==> src/rtl/tec_pkg.sv <==
// types and constants shared by the touch event classifier
// no dependencies
package tec_pkg;

   localparam int PACKET_BYTES = 7;
   localparam int PACKET_W     = 8 * PACKET_BYTES;
   localparam int TIME_W       = 32;
   localparam int TIMEOUT_W    = 16;
   localparam int POS_W        = 12;
   localparam int CSR_IDX_W    = 1;

   localparam logic [1:0] MODE_IDLE   = 2'd0;
   localparam logic [1:0] MODE_FAIL   = 2'd1;
   localparam logic [1:0] MODE_PACKET = 2'd2;

   localparam logic [1:0] KIND_NONE  = 2'd0;
   localparam logic [1:0] KIND_START = 2'd1;
   localparam logic [1:0] KIND_MOVE  = 2'd2;
   localparam logic [1:0] KIND_END   = 2'd3;

   localparam logic [1:0] FLAG_PRESS   = 2'b00;
   localparam logic [1:0] FLAG_LIFT    = 2'b01;
   localparam logic [1:0] FLAG_CONTACT = 2'b10;

   localparam logic [CSR_IDX_W-1:0] CSR_STALE_TIMEOUT   = 1'd0;
   localparam logic [CSR_IDX_W-1:0] CSR_MISSING_TIMEOUT = 1'd1;

   localparam logic [TIMEOUT_W-1:0] DEFAULT_TIMEOUT = 16'd50;

   typedef struct packed {
      logic [1:0]        mode;
      logic [TIME_W-1:0] now_ms;
      logic [7:0]        pkt_byte0;
      logic [7:0]        pkt_gesture;
      logic [7:0]        pkt_points;
      logic [7:0]        pkt_xhigh_flag;
      logic [7:0]        pkt_xlow;
      logic [7:0]        pkt_yhigh;
      logic [7:0]        pkt_ylow;
   } req_type;

   typedef struct packed {
      logic [1:0]       event_kind;
      logic [POS_W-1:0] pos_x;
      logic [POS_W-1:0] pos_y;
   } rsp_type;

   typedef struct packed {
      logic [TIMEOUT_W-1:0] stale_timeout;
      logic [TIMEOUT_W-1:0] missing_timeout;
   } timeouts_type;

endpackage

==> src/rtl/touch_event_classifier_top.sv <==
// a poll word is registered in the input register, decided combinationally
// and its event word is registered out in the output register (rsp_valid)
// throughput: one word per cycle while rsp_stall is low; the touch state is
// updated at the edge that moves a word from the input to the output register
// reset: synchronous, active high; clears the touch state and valids,
// timeouts return to 50 ms
module touch_event_classifier_top import tec_pkg::*; (
   input  logic                 clock,
   input  logic                 reset,
   input  logic                 req_valid,
   output logic                 req_stall,
   input  req_type              req_data,
   output logic                 rsp_valid,
   input  logic                 rsp_stall,
   output rsp_type              rsp_data,
   input  logic                 csr_valid,
   output logic                 csr_ready,
   input  logic [CSR_IDX_W-1:0] csr_index,
   input  logic [TIMEOUT_W-1:0] csr_wdata
);

   logic         in_valid_ff, in_valid_in;
   req_type      in_word_ff, in_word_in;
   logic         out_valid_ff, out_valid_in;
   rsp_type      out_word_ff, out_word_in;
   logic         advance;
   timeouts_type timeouts;
   rsp_type      result;

   tec_csr u_csr (
      .clock     (clock),
      .reset     (reset),
      .csr_valid (csr_valid),
      .csr_ready (csr_ready),
      .csr_index (csr_index),
      .csr_wdata (csr_wdata),
      .timeouts  (timeouts)
   );

   tec_core u_core (
      .clock    (clock),
      .reset    (reset),
      .fire     (advance),
      .item     (in_word_ff),
      .timeouts (timeouts),
      .result   (result)
   );

   // the input word moves on when the output register is free or being emptied
   assign advance   = in_valid_ff && (!out_valid_ff || !rsp_stall);
   assign req_stall = in_valid_ff && !advance;

   always_comb begin
      in_valid_in = in_valid_ff;
      in_word_in  = in_word_ff;
      if (!req_stall) begin
         in_valid_in = req_valid;
         in_word_in  = req_data;
      end
      out_valid_in = out_valid_ff;
      out_word_in  = out_word_ff;
      if (advance) begin
         out_valid_in = 1'b1;
         out_word_in  = result;
      end else if (!rsp_stall) begin
         out_valid_in = 1'b0;
      end
   end

   always_ff @(posedge clock) begin
      if (reset) begin
         in_valid_ff  <= 1'b0;
         out_valid_ff <= 1'b0;
      end else begin
         in_valid_ff  <= in_valid_in;
         out_valid_ff <= out_valid_in;
      end
      in_word_ff  <= in_word_in;
      out_word_ff <= out_word_in;
   end

   assign rsp_valid = out_valid_ff;
   assign rsp_data  = out_word_ff;

endmodule

==> src/rtl/tec_csr.sv <==
// timeout registers written over the csr channel
// depends on tec_pkg
module tec_csr import tec_pkg::*; (
   input  logic                 clock,
   input  logic                 reset,
   input  logic                 csr_valid,
   output logic                 csr_ready,
   input  logic [CSR_IDX_W-1:0] csr_index,
   input  logic [TIMEOUT_W-1:0] csr_wdata,
   output timeouts_type         timeouts
);

   timeouts_type regs_ff, regs_in;

   assign csr_ready = 1'b1;
   assign timeouts  = regs_ff;

   always_comb begin
      regs_in = regs_ff;
      if (csr_valid) begin
         unique case (csr_index)
            CSR_STALE_TIMEOUT:   regs_in.stale_timeout   = csr_wdata;
            CSR_MISSING_TIMEOUT: regs_in.missing_timeout = csr_wdata;
            default:             regs_in = regs_ff;
         endcase
      end
   end

   always_ff @(posedge clock) begin
      if (reset) begin
         regs_ff.stale_timeout   <= DEFAULT_TIMEOUT;
         regs_ff.missing_timeout <= DEFAULT_TIMEOUT;
      end else begin
         regs_ff <= regs_in;
      end
   end

endmodule

==> src/rtl/tec_core.sv <==
// touch state and combinational decision logic for one poll word
// depends on tec_pkg
module tec_core import tec_pkg::*; (
   input  logic         clock,
   input  logic         reset,
   input  logic         fire,
   input  req_type      item,
   input  timeouts_type timeouts,
   output rsp_type      result
);

   logic [PACKET_W-1:0] prev_packet_ff, prev_packet_in;
   logic [POS_W-1:0]    last_x_ff, last_x_in;
   logic [POS_W-1:0]    last_y_ff, last_y_in;
   logic [TIME_W-1:0]   last_poll_ff, last_poll_in;
   logic [TIME_W-1:0]   last_packet_ff, last_packet_in;
   logic                active_ff, active_in;

   logic [PACKET_W-1:0] packet;
   logic [TIME_W-1:0]   poll_age, packet_age;
   logic                stale_hit, missing_hit;
   logic [3:0]          points;
   logic [1:0]          flag;
   logic [1:0]          kind;
   logic                with_pos;

   assign packet = {item.pkt_ylow, item.pkt_yhigh, item.pkt_xlow, item.pkt_xhigh_flag,
                    item.pkt_points, item.pkt_gesture, item.pkt_byte0};

   // ages wrap modulo 2^32
   assign poll_age    = item.now_ms - last_poll_ff;
   assign packet_age  = item.now_ms - last_packet_ff;
   assign stale_hit   = poll_age >= {{(TIME_W-TIMEOUT_W){1'b0}}, timeouts.stale_timeout};
   assign missing_hit = packet_age >= {{(TIME_W-TIMEOUT_W){1'b0}}, timeouts.missing_timeout};
   assign points      = item.pkt_points[3:0];
   assign flag        = item.pkt_xhigh_flag[7:6];

   always_comb begin
      prev_packet_in = prev_packet_ff;
      last_x_in      = last_x_ff;
      last_y_in      = last_y_ff;
      last_poll_in   = item.now_ms;
      last_packet_in = last_packet_ff;
      active_in      = active_ff;
      kind           = KIND_NONE;
      with_pos       = 1'b0;
      priority if (item.mode == MODE_IDLE) begin
         if (active_ff && missing_hit) begin
            active_in = 1'b0;
            kind      = KIND_END;
            with_pos  = 1'b1;
         end
      end else if (!active_ff && stale_hit) begin
         kind = KIND_NONE;
      end else if (item.mode == MODE_PACKET) begin
         last_packet_in = item.now_ms;
         if (packet != prev_packet_ff) begin
            prev_packet_in = packet;
            if (item.pkt_gesture == 8'd0) begin
               last_x_in = {item.pkt_xhigh_flag[3:0], item.pkt_xlow};
               last_y_in = {item.pkt_yhigh[3:0], item.pkt_ylow};
               priority if (points == 4'd1 && flag == FLAG_PRESS) begin
                  active_in = 1'b1;
                  kind      = KIND_START;
                  with_pos  = 1'b1;
               end else if (points == 4'd1 && flag == FLAG_CONTACT) begin
                  kind     = KIND_MOVE;
                  with_pos = 1'b1;
               end else if (points == 4'd0 && flag == FLAG_LIFT) begin
                  active_in = 1'b0;
                  kind      = KIND_END;
                  with_pos  = 1'b1;
               end else begin
                  kind = KIND_NONE;
               end
            end
         end
      end else begin
         // read failure, mode 3 included
         kind = KIND_NONE;
      end
   end

   assign result.event_kind = kind;
   assign result.pos_x      = with_pos ? last_x_in : '0;
   assign result.pos_y      = with_pos ? last_y_in : '0;

   always_ff @(posedge clock) begin
      if (reset) begin
         prev_packet_ff <= '0;
         last_x_ff      <= '0;
         last_y_ff      <= '0;
         last_poll_ff   <= '0;
         last_packet_ff <= '0;
         active_ff      <= 1'b0;
      end else if (fire) begin
         prev_packet_ff <= prev_packet_in;
         last_x_ff      <= last_x_in;
         last_y_ff      <= last_y_in;
         last_poll_ff   <= last_poll_in;
         last_packet_ff <= last_packet_in;
         active_ff      <= active_in;
      end
   end

endmodule
==> config.mk <==
export PLATFORM = sky130hd
export DESIGN_NAME = touch_event_classifier_top
export DESIGN_NICKNAME = d
export VERILOG_FILES = /design/src/rtl/tec_pkg.sv /design/src/rtl/touch_event_classifier_top.sv /design/src/rtl/tec_csr.sv /design/src/rtl/tec_core.sv
export SDC_FILE = /design/constraint.sdc
export NUM_CORES = 1
export LEC_CHECK = 0
export BUFFER_PORTS_ARGS = -buffer_cell sky130_fd_sc_hd__buf_2
export CORE_MARGIN = 2
export CORE_UTILIZATION = 39
export DETAILED_ROUTE_END_ITERATION = 8
export GPL_TIMING_DRIVEN = 0
export PLACE_DENSITY_LB_ADDON = 0.12
export SETUP_SLACK_MARGIN = 0.02
export SLEW_MARGIN = 10
export SYNTH_ARGS = -nofsm -noshare
export SYNTH_HDL_FRONTEND = slang
export SYNTH_SLANG_ARGS = --single-unit
export TNS_END_PERCENT = 1
==> constraint.sdc <==
create_clock -name clock -period 5.4 [get_ports clock]
set_clock_uncertainty 0.2 [all_clocks]
set_input_delay 0 -clock clock [delete_from_list [all_inputs] [get_ports clock]]
set_output_delay 0 -clock clock [all_outputs]
set_load 0.02 [all_outputs]
==> flow_summary.ini <==
[final_layout]
ff_latch_area_um2 = 7067
nFillCells = 4003
finalNonFillerCells = 2841
fin_area_um2 = 21660
layout.cells.most_common = nand2_1
nets = 2475
layout-drive-gt1-share_pct = 12.25
area_growth_syn_to_layout_pct = 28.94
multiInputGateArea_um2 = 8821
layout_common_cells = 266 x nand2_1, 238 x a21oi_1, 211 x dlygate4sd3_1

[timing]
hold_violations = 0
slew_violations = 0
fin_crit_sh_pct = 96.27
min_period_ps = 5199
setup_viol = 0
worst_pin_slew_ps = 768.8
rsz0062_at_grt = true
slew_headroom_pct = 48.74
clock.fmax_mhz = 192.4

[placement]
port_buffers = 138
placed_area_um2 = 18230
dp_hpwl_um = 38150
gp_congestion = 0.8766
dp.cells = 2561

[synth]
syn_area_per_cell_um2 = 8.959
synthSimpleGateAreaFrac_pct = 15.42
synth_area_um2 = 16800
synth-compound-area-share_pct = 21.46
synthCells = 1875
yosysSeqAreaShare_pct = 42.07
synthArstFlopShare_pct = 0
yosys_most_used_dff = dfxtp_1
synth_fp_nets = 2083
ys_ff_latch = 295
synthXorXnorAreaFrac_pct = 5.109
synthAdderAreaFrac_pct = 7.240
synth_mux_area_share_pct = 2.465
synth_edf_count = 116
synth_top_family_by_area = compound AO/OA/AOI/OAI gates
ys_types = 77
yosysWarnings = 0

[critical_path]
reg2reg_to = rsp_data[20]
ff2ff_setup_slack_ps = 200
slowest_delay_ps = 420
r2r_cells = 21
cp_slowest_cell = fa_1
start_kind = register
startpoint = in_word_ff[56]
path_class = register to register
cp.arrival_ps = 5380
cp_cell_sequence = inv_1 > ha_1 > fa_1 > nor2b_2 > o2111ai_1 > nand2_1 > a21o_1 > a21oi_1 > xnor2_1 > ha_1 > and4_1 > a221o_1 > a31oi_2 > o211ai_1 > a2111oi_2 > and4_4 > nand4_4 > and2_4 > buf_6 > buf_6 > a221oi_4
crit_fanout = 10
cp-end-kind = register
rr_startpoint = in_word_ff[56]
required_ps = 5580

[route]
drt-initial-drc-count = 1164
wl_per_cell_um = 18.45
num_vias = 15390
antenna_left = 0
dr.pass1.iters = 5
wl_um = 52410
drc = 0
vias_per_cell = 5.415

[floorplanning]
initial_core_util_pct = 39.26
die_w_um = 211.5
core_area_um2 = 42790
die-area_um2 = 44750
num_io_pins = 141
die_y_um = 211.5
fp-row-count = 76

[grt]
antenna_found_initial = 0
grt_max_degree = 58
grt.overflow.total = 0
grt_pass1_vias = 15030
track_usage_pct = 23.38
grt_pass1_wl_um = 81840

[min_path]
holdCritPathClass = primary input to register
hold-path-cell-count = 4
worstHoldStart = csr_wdata[1]
hold_end = u_csr.timeouts[1]

[power]
p_leak_nw = 7.709
p_per_area_nw_per_um2 = 264.7
ir_worst_vdd_mv = 0.2612

[clock_tree]
clockBufferDepth = 3
numClockSinks = 295
cts_tree = done
clk_pin_slew_ps = 60
htree_num_levels = 2
cts-root-buf = clkbuf_16
clk_latency_ps = 560
numCtsBuffers = 36

[run]
max_cap_violations = 0

[outcome]
status = finished, final reports clean
## through the flow
step	setup slack (ps)	setup TNS (ps)	hold slack (ps)	power (mW)	util, %
final	201.2	0	34.45	5.733	50.62
after detailed placement	-662.7	-17620	-21.92	3.304	42.61
after floorplan	848.4	0	-101.1	3.031	-
after CTS	42.36	0	9.329	5.768	50.30
after global placement	-796.0	-23230	-23.90	3.294	42.47
after global routing	-6.902	-6.902	21.28	5.975	50.61
## worst max-delay path: cells and delay by family (launching register included)
family	cells	cell delay [ps]
xor gates and xnor gates	1	230
AOI/OAI and AO/OA	8	1640
buffers and inverters	3	390
DFF	1	380
and+or+nand+nor	6	1260
adders and majority gates	3	920
## state kept, by name, indices dropped and copies added (netlist names)
signal,count
u_core.prev_packet_ff,56
u_core.last_y_ff,12
rsp_valid,1
u_core.last_packet_ff,32
in_valid_ff,1
u_core.last_x_ff,12
in_word_ff,90
u_core.last_poll_ff,32
u_csr.timeouts,32
rsp_data,26
u_core.active_ff,1
## cell type report
| cell class | instances | share of cell area (%) |
|---|---|---|
| multi-input combinational | 1328 | 40.72 |
| sequential | 295 | 32.62 |
| timing repair buffer | 355 | 13.35 |
| clock buffer | 49 | 4.575 |
| tap | 546 | 3.154 |
| buffer | 118 | 2.646 |
| inverter | 133 | 2.305 |
| clock inverter | 16 | 0.6065 |
| antenna | 1 | 0.01155 |
## cell families after synthesis
logic type,Yosys count
adders and majority gates,96
buffers and inverters,252
DFF,295
xor gates and xnor gates,98
other,1
AOI/OAI and AO/OA,536
and+or+nand+nor,556
muxes,41
## layer usage
layer  GRT usage [%]  vias up  share of wire (%)
met5               0        -                  0
met4           8.718        0                3.3
met3           2.922       88                4.3
met2           38.69      383                 47
met1           31.29     7333                 46
li1                -     7581                  -
## report_power, final
part / leakage, nW / internal, mW / total, mW / switching [mW]
Sequential: 2.63 / 2.39 / 2.47 / 0.0824
Combinational: 4.52 / 0.412 / 0.927 / 0.515
Clock: 0.558 / 1.35 / 2.33 / 0.986
## how the worst max path moves through the flow
stage	to	slack, ps	depth (start not counted)
5_1_grt	rsp_data[20]	-7	21
3_5_place_dp	rsp_data[24]	-660	18
6_report	rsp_data[20]	200	21
3_3_place_gp	rsp_data[24]	-800	18
2_1_floorplan	rsp_data[10]	850	19
4_1_cts	u_core.last_packet_ff[26]	40	20
## synth_stat cells (12+ instances only)
library cell / instances / area (µm²)
a21oi_1: 239 / 1196
edfxtp_1: 116 / 3483
o21a_1: 12 / 90.09
clkbuf_1: 79 / 296.5
ha_1: 94 / 1176
nor2_1: 53 / 198.9
and2_1: 12 / 75.07
nand4_1: 32 / 200.2
xnor2_1: 82 / 718.2
dfxtp_1: 179 / 3583
nand2_1: 266 / 998.5
mux2i_1: 38 / 380.4
a21o_1: 22 / 165.2
xor2_1: 16 / 140.1
buf_2: 19 / 95.09
o21ai_0: 48 / 240.2
a211oi_1: 20 / 150.1
nor3_1: 19 / 95.09
a221oi_2: 20 / 300.3
o2111ai_1: 28 / 245.2
nand2b_1: 16 / 100.1
inv_1: 131 / 491.7
nand3_1: 104 / 520.5
o211ai_1: 79 / 593.1
## what timing repair did
| item | 4_1_cts | 5_1_grt |
|---|---|---|
| gates resized for setup | 12 | 17 |
| endpoints found under the setup margin | 57 | 96 |
| buffers inserted | 1 | 3 |
| hold endpoints to repair | 130 | 0 |
| pin swaps | 1 | 5 |
| hold buffers | 211 | 0 |
No activity file was read; power rests on OpenSTA's default activity.
